==> src/design/tcr_pkg.sv <==
// Shared types and constants for the text console renderer.
// Holds the item structs, command and register codes, FSM state and
// controller/datapath command and status bundles. No dependencies.
package tcr_pkg;

  localparam int DEF_MAX_COLUMNS      = 128;
  localparam int DEF_MAX_ROWS         = 64;
  localparam int DEF_FAST_BLINK_TICKS = 250;
  localparam int DEF_SLOW_BLINK_TICKS = 500;

  // command codes
  localparam logic [3:0] CMD_PUT_CURSOR  = 4'd0;
  localparam logic [3:0] CMD_PUT_AT      = 4'd1;
  localparam logic [3:0] CMD_MOVE        = 4'd2;
  localparam logic [3:0] CMD_RENDER      = 4'd3;
  localparam logic [3:0] CMD_FONT        = 4'd4;
  localparam logic [3:0] CMD_PALETTE     = 4'd5;
  localparam logic [3:0] CMD_TICK        = 4'd6;
  localparam logic [3:0] CMD_CLEAR       = 4'd7;
  localparam logic [3:0] CMD_SCROLL_UP   = 4'd8;
  localparam logic [3:0] CMD_SCROLL_DOWN = 4'd9;

  // configuration register indexes
  localparam logic [2:0] CFG_COLUMNS    = 3'd0;
  localparam logic [2:0] CFG_ROWS       = 3'd1;
  localparam logic [2:0] CFG_CUR_SHAPE  = 3'd2;
  localparam logic [2:0] CFG_CUR_BLINK  = 3'd3;
  localparam logic [2:0] CFG_WR_FG      = 3'd4;
  localparam logic [2:0] CFG_WR_BG      = 3'd5;
  localparam logic [2:0] CFG_WR_ATTR    = 3'd6;

  localparam logic [1:0] CUR_OFF    = 2'd0;
  localparam logic [1:0] CUR_BLOCK  = 2'd1;
  localparam logic [1:0] CUR_RIGHT  = 2'd2;
  localparam logic [1:0] CUR_BOTTOM = 2'd3;

  localparam logic [1:0] BLINK_STEADY = 2'd0;
  localparam logic [1:0] BLINK_FAST   = 2'd1;
  localparam logic [1:0] BLINK_SLOW   = 2'd2;

  localparam int ATTR_BLINK_BIT   = 0;
  localparam int ATTR_REVERSE_BIT = 1;
  localparam int ATTR_TRANSP_BIT  = 2;
  localparam int ATTR_ULINE_BIT   = 3;

  localparam logic [19:0] BLANK_CELL = 20'h40F00;

  localparam logic [7:0] RST_COLUMNS = 8'd80;
  localparam logic [6:0] RST_ROWS    = 7'd60;
  localparam logic [3:0] RST_WR_FG   = 4'd15;

  typedef struct packed {
    logic [3:0]  command;
    logic [7:0]  char_code;
    logic [5:0]  text_row;
    logic [6:0]  text_col;
    logic [2:0]  char_line;
    logic [10:0] table_index;
    logic [15:0] table_data;
  } in_item_t;

  typedef struct packed {
    logic [15:0] pixel_color;
    logic        opaque;
    logic        last_pixel;
  } out_item_t;

  typedef enum logic [2:0] {
    ST_MCLR,
    ST_IDLE,
    ST_RND_CELL,
    ST_RND_OUT,
    ST_COPY_RD,
    ST_COPY_WR,
    ST_FILL_ROW,
    ST_FILL_ALL
  } state_t;

  typedef struct packed {
    logic accept;
    logic mclr_step;
    logic rnd_fetch;
    logic out_beat;
    logic copy_rd;
    logic copy_wr;
    logic fill_wr;
  } ctrl_cmd_t;

  typedef struct packed {
    logic mclr_last;
    logic col_last;
    logic copy_row_last;
    logic no_copy;
    logic fill_row_last;
    logic pix_last;
  } ctrl_sts_t;

endpackage

==> src/design/tcr_ctrl.sv <==
// Controller FSM for the text console renderer.
// Sequences memory clear, render, clear and scroll; depends on tcr_pkg.
module tcr_ctrl
  import tcr_pkg::*;
(
  input  logic       clk,
  input  logic       rst_n,
  input  logic       in_valid,
  output logic       in_ready,
  input  logic [3:0] in_command,
  output logic       out_valid,
  input  logic       out_ready,
  input  ctrl_sts_t  sts,
  output ctrl_cmd_t  cmd
);

  state_t state_r, state_nxt;

  always_ff @(posedge clk) begin
    if (!rst_n) begin
      state_r <= ST_MCLR;
    end else begin
      state_r <= state_nxt;
    end
  end

  always_comb begin
    state_nxt = state_r;
    unique case (state_r)
      ST_MCLR: begin
        if (sts.mclr_last) state_nxt = ST_IDLE;
      end
      ST_IDLE: begin
        if (in_valid) begin
          priority case (in_command)
            CMD_RENDER: state_nxt = ST_RND_CELL;
            CMD_CLEAR:  state_nxt = ST_FILL_ALL;
            CMD_SCROLL_UP, CMD_SCROLL_DOWN: begin
              state_nxt = sts.no_copy ? ST_FILL_ROW : ST_COPY_RD;
            end
            default: state_nxt = ST_IDLE;
          endcase
        end
      end
      ST_RND_CELL: state_nxt = ST_RND_OUT;
      ST_RND_OUT: begin
        if (out_ready && sts.pix_last) state_nxt = ST_IDLE;
      end
      ST_COPY_RD: state_nxt = ST_COPY_WR;
      ST_COPY_WR: begin
        if (sts.col_last && sts.copy_row_last) state_nxt = ST_FILL_ROW;
        else state_nxt = ST_COPY_RD;
      end
      ST_FILL_ROW: begin
        if (sts.col_last) state_nxt = ST_IDLE;
      end
      ST_FILL_ALL: begin
        if (sts.col_last && sts.fill_row_last) state_nxt = ST_IDLE;
      end
      default: state_nxt = ST_MCLR;
    endcase
  end

  always_comb begin
    in_ready      = (state_r == ST_IDLE);
    out_valid     = (state_r == ST_RND_OUT);
    cmd.accept    = in_ready && in_valid;
    cmd.mclr_step = (state_r == ST_MCLR);
    cmd.rnd_fetch = (state_r == ST_RND_CELL);
    cmd.out_beat  = out_valid && out_ready;
    cmd.copy_rd   = (state_r == ST_COPY_RD);
    cmd.copy_wr   = (state_r == ST_COPY_WR);
    cmd.fill_wr   = (state_r == ST_FILL_ROW) || (state_r == ST_FILL_ALL);
  end

endmodule

==> config.mk <==
export PLATFORM = sky130hd
export DESIGN_NAME = tcr_ctrl
export DESIGN_NICKNAME = d
export VERILOG_FILES = /design/src/design/tcr_pkg.sv /design/src/design/tcr_ctrl.sv
export SDC_FILE = /design/constraint.sdc
export NUM_CORES = 1
export LEC_CHECK = 0
export ABC_AREA = 1
export BUFFER_PORTS_ARGS = -buffer_cell sky130_fd_sc_hd__buf_2
export CAP_MARGIN = 20
export CORE_AREA = 10 10 47 49
export DETAILED_ROUTE_END_ITERATION = 10
export DIE_AREA = 0 0 57 59
export PLACE_DENSITY = 0.66
export SLEW_MARGIN = 20
export SYNTH_ARGS = -nofsm -noshare
export SYNTH_HDL_FRONTEND = slang
export SYNTH_SLANG_ARGS = --single-unit
==> constraint.sdc <==
create_clock -name clk -period 1.4 [get_ports clk]
set_input_delay 0.07 -clock clk [delete_from_list [all_inputs] [get_ports clk]]
set_output_delay 0.07 -clock clk [all_outputs]
set_load 0.03 [all_outputs]
==> results of run 1 <==
-- worst register-to-register path, stage by stage (launching register included) --
cell and delay [ps]:
dfxtp_2 350, inv_2 160, nor2_4 50, nand3_1 90
nand2_1 90, nor2_2 130, nand2_1 70, nor2_1 80
nor2_1 40
-- metrics by stage --
| step | std cells | hold WS, ps | utilization (%) | cell area [um^2] |
|---|---|---|---|---|
| after global placement | 105 | 316.6 | 35.18 | 493.0 |
| after detailed placement | 105 | 317.8 | 35.18 | 493.0 |
| after floorplan | 68 | 196.1 | - | 374.1 |
| after CTS | 109 | 70.49 | 37.14 | 520.5 |
| after global routing | 109 | 69.28 | 38.30 | 536.8 |
| final | 109 | 68.87 | 38.30 | 536.8 |
-- cells by family after synthesis --
kind of cell | share of synthesized area (%)
buffers and inverters | 20.69
DFF | 16.55
and+or+nand+nor | 55.87
AOI/OAI and AO/OA | 6.895
-- layout make-up --
type / instances / area [um^2] / share of cell area (%)
Clock buffer: 4 / 26.28 / 4.895
Inverter: 15 / 56.30 / 10.49
Multi-Input combinational cell: 48 / 247.7 / 46.15
Sequential cell: 3 / 66.31 / 12.35
Tap cell: 16 / 20.02 / 3.730
Timing Repair Buffer: 23 / 120.1 / 22.38
-- cells in the mapped netlist --
master / n
nand2_1: 22
inv_1: 14
nor2_1: 8
nand3_1: 4
dfxtp_1: 3
o21ai_0: 3
a21oi_1: 2
nor2_2: 2
nor3_1: 2
buf_4: 1
buf_6: 1
inv_2: 1
nand2_2: 1
nor2_4: 1
nor3_4: 1
nor3b_1: 1
nor4_1: 1
-- per-layer routing --
metal  wire, um  GRT usage [%]  part of all wire (%)
met1        428          6.971                    41
met2        474          8.527                    45
met3        143          4.077                    14
met4          0          4.027                     0
met5          0              0                     0
-- placed cells by master, fill, tap and decap left out, drive strengths merged --
cell / instances
nand3: 4
o21ai: 3
a21oi: 2
nor2: 11
inv: 15
clkbuf: 4
buf: 23
nor3b: 1
nor4: 1
dfxtp: 3
nand2: 23
nor3: 3
-- power by group through the flow --
stage | Sequential [mW] | Clock (mW) | Combinational [mW]
after floorplan | 0.110 | 0 | 0.209
after global placement | 0.130 | 0 | 0.249
after detailed placement | 0.132 | 0 | 0.249
after CTS | 0.132 | 0.160 | 0.250
after global routing | 0.141 | 0.175 | 0.287
final | 0.135 | 0.153 | 0.257
-- how the worst min path moves through the flow --
stage | from | endpoint | slack (ps) | cells past startpoint
5_1_grt | rst_n | state_r[2]$_SDFFE_PN0P_ | 70 | 3
3_5_place_dp | rst_n | state_r[0]$_SDFFE_PN0P_ | 320 | 3
6_report | rst_n | state_r[0]$_SDFFE_PN0P_ | 70 | 3
2_1_floorplan | rst_n | state_r[0]$_SDFFE_PN0P_ | 200 | 2
4_1_cts | rst_n | state_r[0]$_SDFFE_PN0P_ | 70 | 3
3_3_place_gp | rst_n | state_r[0]$_SDFFE_PN0P_ | 320 | 3
-- timing repair --
| action | CTS | global route |
|---|---|---|
| endpoints found under the setup margin | 1 | 4 |
| buffers inserted | 0 | 0 |
| gates resized for setup | 1 | 6 |
==> flow_metrics.env, run 1 <==
export IMPL_clock_path_buffers=2
export IMPL_wire_per_inst_um=9.596
export IMPL_vias_per_cell=4.312
export IMPL_yosysTopAreaCellShare_pct=22.76
export IMPL_clkSinkCount=3
export IMPL_grt_ovfl_total=0
export IMPL_grt_max_degree=9
export IMPL_cap_violations=0
export IMPL_timing_rr_start="state_r[0]$_SDFFE_PN0P_"
export IMPL_tightest_slew_ps=183.7
export IMPL_crit_path_end_kind="output port"
export IMPL_fin_skew_ps=3.312
export IMPL_dr_total_vias=470
export IMPL_drtIter0Drc=10
export IMPL_synth_cell_type_count=17
export IMPL_yosysTopAreaCell="nand2_1"
export IMPL_p_sw_share_pct=44.57
export IMPL_powerDensity_mw_per_mm2=1016
export IMPL_fin_ws_ps=115.1
export IMPL_required_ps=1330
export IMPL_gp_congestion=0.8151
export IMPL_seq_area_frac_synth_pct=16.55
export IMPL_synthTopCellsByArea="nand2_1 (23%), dfxtp_1 (17%), inv_1 (14%)"
export IMPL_p_comb_share_pct=47.1
export IMPL_crit_chain="buf_4, nor4_4, buf_4"
export IMPL_initial_core_util_pct=25.89
export IMPL_critPathMaxStageDelay_ps=360
export IMPL_cp_common_cell="buf_4"
export IMPL_drt_pass1_iterations=4
export IMPL_grt_use_total_pct=6.250
export IMPL_r2r_cells=8
export IMPL_first_global_vias=438
export IMPL_slowest_stage="dfxtp_2"
export IMPL_setup_viol=0
export IMPL_drc_errors=0
export IMPL_insertion_delay_ps=240
export IMPL_p_leak_nw=0.3326
export IMPL_rr_endpoint="state_r[0]$_SDFFE_PN0P_"
export IMPL_dp_slack_ps=129.3
export IMPL_internal_power_uw=302.2
export IMPL_reg_largest_list="state_r (3)"
export IMPL_cts_tree="yes"
export IMPL_io_pins=23
export IMPL_power_net_switching_uw=243.0
export IMPL_slew_violations=0
export IMPL_postSynthCellCount=68
export IMPL_ys_ff_latch=3
export IMPL_cts_buffers=3
export IMPL_ir_drop_uv=345.0
export IMPL_netlist_area_um2=362.8
export IMPL_min_period_over_period_pct=91.78
export IMPL_yosysWarnings=0
export IMPL_port_buffers=22
export IMPL_min_path_type="input pin to flop"
export IMPL_p_seq_share_pct=24.8
export IMPL_cts_root_buffer="clkbuf_4"
export IMPL_syn_num_nets=82
export IMPL_core_mm2=0.001401
export IMPL_die_area_mm2=0.003363
export IMPL_rrSetupSlack_ps=240
export IMPL_relSlewSlack_pct=87.66
export IMPL_finalHoldViolCount=0
export IMPL_dieHeight_um=59
export IMPL_crit_type="flop to output port"
export IMPL_outcome="finished clean"
export IMPL_placementRows=14
export IMPL_startpoint_type="flop"
export IMPL_largest_reg_flops=3
export IMPL_grt_first_pass_wirelength_mm=1.738
export IMPL_clockPowerShare_pct=28.1
export IMPL_syn_avg_cell_area_um2=5.336
export IMPL_htreeDepth=1
export IMPL_critical_path_buf_inv_count=2
export IMPL_max_freq_mhz=778.3
export IMPL_chipWidth_um=57
export IMPL_layout_drive_gt1_share_pct=39.78
export IMPL_crit_fanout=8
export IMPL_cp_endpoint="cmd[6]"
export IMPL_period_minus_slack_ps=1285
export IMPL_top_register="state_r"
export IMPL_tns_ps=0
export IMPL_p_total_uw=545.3
export IMPL_fin_nets=108
export IMPL_drt_total_wl_mm=1.046
export IMPL_startpoint="state_r[2]$_SDFFE_PN0P_"
export IMPL_dp_hpwl_um=908.5
export IMPL_fillers=161
export IMPL_cts_hold_buf=0
export IMPL_crit_family="buffers and inverters"
export IMPL_antenna_cells=0
export IMPL_cp_data_arrival_time_ps=1210
export IMPL_antenna_found_initial=0
export IMPL_rsz0062_at_grt="false"
export IMPL_detail_route_antenna_nets=0
export IMPL_syn_to_final_growth_pct=47.93
export IMPL_path_clk_slew_ps=40
export IMPL_path_depth=3
Power figures use the tool's default switching activity.
==> run 2: changes to the inputs <==
Clock period 1.4 ns to 1.3 ns, I/O delays scaled along.
==> run 2 against run 1 <==
Compared with the run above: final area grew 6.1%; hold slack got worse by 14 ps; combinational power increased by 20%; flip-flop and latch count stayed put; critical path depth is the same.
==> flow_metrics.env, run 2 (same netlist as run 1, synthesis figures left out) <==
export IMPL_dieHeight_um=59
export IMPL_p_comb_share_pct=50.0
export IMPL_antenna_cells=0
export IMPL_clockPowerShare_pct=27.7
export IMPL_dr_total_vias=493
export IMPL_top_register="state_r"
export IMPL_required_ps=1240
export IMPL_max_freq_mhz=798.3
export IMPL_grt_max_degree=8
export IMPL_cp_common_cell="buf_4"
export IMPL_finalInstanceArea_um2=569.3
export IMPL_final_cells=112
export IMPL_setup_viol=0
export IMPL_detail_route_antenna_nets=0
export IMPL_core_mm2=0.001401
export IMPL_internal_power_uw=345.6
export IMPL_clock_path_buffers=2
export IMPL_cp_data_arrival_time_ps=1190
export IMPL_grt_first_pass_wirelength_mm=1.842
export IMPL_min_period_over_period_pct=96.35
export IMPL_outcome="finished clean"
export IMPL_clkSinkCount=3
export IMPL_cts_buffers=3
export IMPL_grt_ovfl_total=0
export IMPL_antenna_found_initial=0
export IMPL_ir_drop_uv=449.4
export IMPL_cap_violations=0
export IMPL_power_net_switching_uw=273.0
export IMPL_r2r_cells=8
export IMPL_placed_area_um2=523.0
export IMPL_tns_ps=0
export IMPL_drc_errors=0
export IMPL_syn_to_final_growth_pct=56.90
export IMPL_min_path_type="input pin to flop"
export IMPL_rsz0062_at_grt="false"
export IMPL_fin_skew_ps=8.706
export IMPL_placementRows=14
export IMPL_htreeDepth=1
export IMPL_drt_total_wl_mm=1.156
export IMPL_hold_ws_ps=54.93
export IMPL_startpoint_type="flop"
export IMPL_io_pins=23
export IMPL_placed_cells=108
export IMPL_grt_use_total_pct=6.635
export IMPL_p_leak_nw=0.3467
export IMPL_hold_depth=3
export IMPL_fin_nets=111
export IMPL_chipWidth_um=57
export IMPL_path_depth=3
export IMPL_slowest_stage="dfxtp_4"
export IMPL_crit_type="flop to output port"
export IMPL_crit_family="flip-flops"
export IMPL_powerDensity_mw_per_mm2=1087
export IMPL_finalHoldViolCount=0
export IMPL_layout_commonest_cell="nand2_1"
export IMPL_largest_reg_flops=3
export IMPL_tightest_slew_ps=194.4
export IMPL_port_buffers=22
export IMPL_dp_hpwl_um=994.5
export IMPL_fillers=166
export IMPL_drtIter0Drc=10
export IMPL_period_minus_slack_ps=1253
export IMPL_first_global_vias=472
export IMPL_gp_congestion=0.7701
export IMPL_path_clk_slew_ps=40
export IMPL_relSlewSlack_pct=87.00
export IMPL_final_util_pct=40.63
export IMPL_crit_fanout=7
export IMPL_layout_drive_gt1_share_pct=43.75
export IMPL_critPathMaxStageDelay_ps=360
export IMPL_p_sw_share_pct=44.14
export IMPL_wire_per_inst_um=10.32
export IMPL_vias_per_cell=4.402
export IMPL_crit_chain="buf_4, nor4_2, buf_4"
export IMPL_drt_pass1_iterations=4
export IMPL_fin_ws_ps=47.40
export IMPL_slew_violations=0
export IMPL_reg_largest_list="state_r (3)"
export IMPL_initial_core_util_pct=25.89
export IMPL_p_seq_share_pct=22.3
export IMPL_crit_path_end_kind="output port"
export IMPL_cts_root_buffer="clkbuf_4"
export IMPL_cts_tree="yes"
export IMPL_cts_hold_buf=0
export IMPL_dp_slack_ps=113.9
export IMPL_insertion_delay_ps=240
export IMPL_die_area_mm2=0.003363
export IMPL_layout_common_cells="nand2_1 (22), buf_2 (18), inv_1 (14)"
export IMPL_p_total_uw=618.6
export IMPL_critical_path_buf_inv_count=2
==> run 2: cell types whose count changed in the layout (fill, tap and decap cells not counted) <==
cell and delta:
clkbuf_4 +2, nor4_4 -1, nor2_1 -1, buf_4 +3, nor3b_2 +1, nor2_2 +1, buf_2 -3, nor4_2 +1
buf_6 +1, nor3b_1 -1
==> run 2: path summary, 6_finish.rpt <==
path / end / start / slack (ps)
worst min register to register: state_r[0]$_SDFFE_PN0P_ / state_r[1]$_SDFFE_PN0P_ / 620
worst max-delay path: cmd[6] / state_r[1]$_SDFFE_PN0P_ / 50
worst min-delay path: state_r[0]$_SDFFE_PN0P_ / rst_n / 50
worst max register to register: state_r[0]$_SDFFE_PN0P_ / state_r[0]$_SDFFE_PN0P_ / 180
==> run 2: repair_timing <==
action,CTS,global route
resized for setup,4,6
setup endpoints to repair,5,4
buffers inserted,0,0
==> run 2: layer usage <==
metal  track usage [%]  wire length (um)
met3             1.717                94
met1             7.554               492
met2             10.39               537
met5                 0                 0
met4             5.034                31
==> run 2: cell type report <==
type | instances | area (um^2) | area share [%]
inverter | 15 | 56.30 | 9.890
timing repair buffer | 26 | 153.9 | 27.03
clock buffer | 4 | 26.28 | 4.615
multi-input combinational | 48 | 246.5 | 43.30
tap | 16 | 20.02 | 3.516
sequential | 3 | 66.31 | 11.65
==> run 2: power groups by stage <==
stage | combinational, mW | sequential [mW] | clock [mW]
after floorplan | 0.228 | 0.118 | 0
after CTS | 0.304 | 0.136 | 0.174
after detailed placement | 0.299 | 0.134 | 0
after global placement | 0.295 | 0.134 | 0
final | 0.309 | 0.138 | 0.171
after global routing | 0.341 | 0.140 | 0.179
==> run 2: worst register-to-register path, delay by kind of cell (launching register included) <==
family,cells,cell delay (ps)
buffers and inverters,1,150
flip-flops,1,350
AND/OR/NAND/NOR,7,510
==> run 3: changes to the inputs <==
Settings changed: SETUP_SLACK_MARGIN from default to 0.05.
==> run 3 against run 2 <==
Compared with the run above: fmax is 2.3% higher; die area did not move; non-clock buffer count increased by 5; highest routed layer unchanged; critical endpoint is now cmd[5]; largest cell class unchanged.
==> flow_metrics.env, run 3 (same netlist as run 1, synthesis figures left out) <==
export IMPL_fin_ws_ps=75.31
export IMPL_crit_type="flop to output port"
export IMPL_insertion_delay_ps=240
export IMPL_drc_errors=0
export IMPL_vias_per_cell=4.427
export IMPL_slowest_stage="dfxtp_4"
export IMPL_rsz0062_at_grt="true"
export IMPL_clock_path_buffers=2
export IMPL_io_pins=23
export IMPL_p_total_uw=663.4
export IMPL_cts_root_buffer="clkbuf_4"
export IMPL_internal_power_uw=372.4
export IMPL_antenna_found_initial=0
export IMPL_p_seq_share_pct=20.3
export IMPL_drt_total_wl_mm=1.185
export IMPL_first_global_vias=487
export IMPL_final_util_pct=46.25
export IMPL_multi_input_area_um2=279.0
export IMPL_critPathMaxStageDelay_ps=360
export IMPL_max_freq_mhz=816.5
export IMPL_htreeDepth=1
export IMPL_chipWidth_um=57
export IMPL_crit_path_end_kind="output port"
export IMPL_die_area_mm2=0.003363
export IMPL_min_path_type="input pin to flop"
export IMPL_outcome="finished clean"
export IMPL_tns_ps=0
export IMPL_fin_nets=116
export IMPL_period_minus_slack_ps=1225
export IMPL_finalHoldViolCount=0
export IMPL_syn_to_final_growth_pct=78.62
export IMPL_cap_violations=0
export IMPL_layout_common_cells="nand2_1 (19), buf_2 (19), inv_1 (13)"
export IMPL_drtIter0Drc=3
export IMPL_final_cells=117
export IMPL_wire_per_inst_um=10.13
export IMPL_placementRows=14
export IMPL_required_ps=1240
export IMPL_r2r_cells=9
export IMPL_p_leak_nw=0.3783
export IMPL_hold_depth=3
export IMPL_slew_violations=0
export IMPL_crit_chain="buf_4, nor3_1, buf_2"
export IMPL_p_sw_share_pct=43.86
export IMPL_powerDensity_mw_per_mm2=1024
export IMPL_drt_pass1_iterations=3
export IMPL_relSlewSlack_pct=86.10
export IMPL_startpoint_type="flop"
export IMPL_port_buffers=22
export IMPL_ir_drop_uv=393.7
export IMPL_dp_slack_ps=85.00
export IMPL_min_period_over_period_pct=94.21
export IMPL_dp_hpwl_um=977.2
export IMPL_largest_reg_flops=3
export IMPL_layout_drive_gt1_share_pct=52.48
export IMPL_p_comb_share_pct=54.5
export IMPL_gp_congestion=0.7448
export IMPL_grt_use_total_pct=6.687
export IMPL_power_net_switching_uw=291.0
export IMPL_grt_first_pass_wirelength_mm=1.883
export IMPL_crit_fanout=7
export IMPL_initial_core_util_pct=25.89
export IMPL_core_mm2=0.001401
export IMPL_hold_ws_ps=52.05
export IMPL_antenna_cells=0
export IMPL_clockPowerShare_pct=25.1
export IMPL_tightest_slew_ps=206.9
export IMPL_placed_area_um2=535.5
export IMPL_reg_largest_list="state_r (3)"
export IMPL_cts_tree="yes"
export IMPL_finalInstanceArea_um2=648.1
export IMPL_rrSetupSlack_ps=130
export IMPL_cts_buffers=3
export IMPL_dieHeight_um=59
export IMPL_fillers=159
export IMPL_grt_ovfl_total=0
export IMPL_setup_viol=0
export IMPL_clkSinkCount=3
export IMPL_dr_total_vias=518
export IMPL_grt_max_degree=8
export IMPL_top_register="state_r"
export IMPL_fin_skew_ps=0.2222
export IMPL_critical_path_buf_inv_count=2
export IMPL_path_clk_slew_ps=40
export IMPL_cp_data_arrival_time_ps=1160
export IMPL_seq_area_um2=71.32
export IMPL_detail_route_antenna_nets=0
export IMPL_crit_family="buffers and inverters"
export IMPL_path_depth=3
export IMPL_placed_cells=109
==> run 3: cell count changes in the layout (fill, tap and decap cells not counted), sizes merged <==
cell | previous run | this run
buf | 24 | 30
clkbuf | 6 | 5
==> run 3: path summary, 6_finish.rpt <==
path / from / endpoint
setup / recovery: state_r[2]$_SDFFE_PN0P_ / cmd[5]
setup reg to reg: state_r[1]$_SDFFE_PN0P_ / state_r[0]$_SDFFE_PN0P_
hold / removal: rst_n / state_r[0]$_SDFFE_PN0P_
hold reg to reg: state_r[2]$_SDFFE_PN0P_ / state_r[2]$_SDFFE_PN0P_
==> run 3: what timing repair did <==
item	CTS	global route
buffers inserted	2	2
endpoints found under the setup margin	7	6
hold buffers	0	0
resized for setup	7	13
pin swaps	1	5
endpoints found under the hold margin	0	0
==> run 3: final cells by class <==
type / instances / area share [%]
clock buffers: 4 / 4.054
inverters: 15 / 9.073
multi-input cells: 48 / 43.05
flip-flops and latches: 3 / 11.00
well taps: 16 / 3.089
repair buffers: 31 / 29.73
==> run 3: power by group through the flow <==
stage	registers [mW]	logic (mW)	clock network, mW
detailed placement	0.136	0.300	0
CTS	0.132	0.330	0.171
floorplan	0.118	0.230	0
finish	0.135	0.362	0.167
global route	0.138	0.400	0.172
global placement	0.136	0.298	0
==> run 3: worst register-to-register path: cells and delay by family, from the launching register on <==
family / cells / cell delay [ps]
buf+inv: 2 / 180
flops: 1 / 350
simple gates: 7 / 540
==> run 3: routing by layer <==
| layer | up-vias | global-route usage (%) | share of wire [%] |
|---|---|---|---|
| met4 | 0 | 4.027 | 1.6 |
| li1 | 270 | - | - |
| met3 | 2 | 2.146 | 7.8 |
| met2 | 18 | 11.47 | 50 |
| met1 | 228 | 6.980 | 41 |
| met5 | - | 0 | 0 |
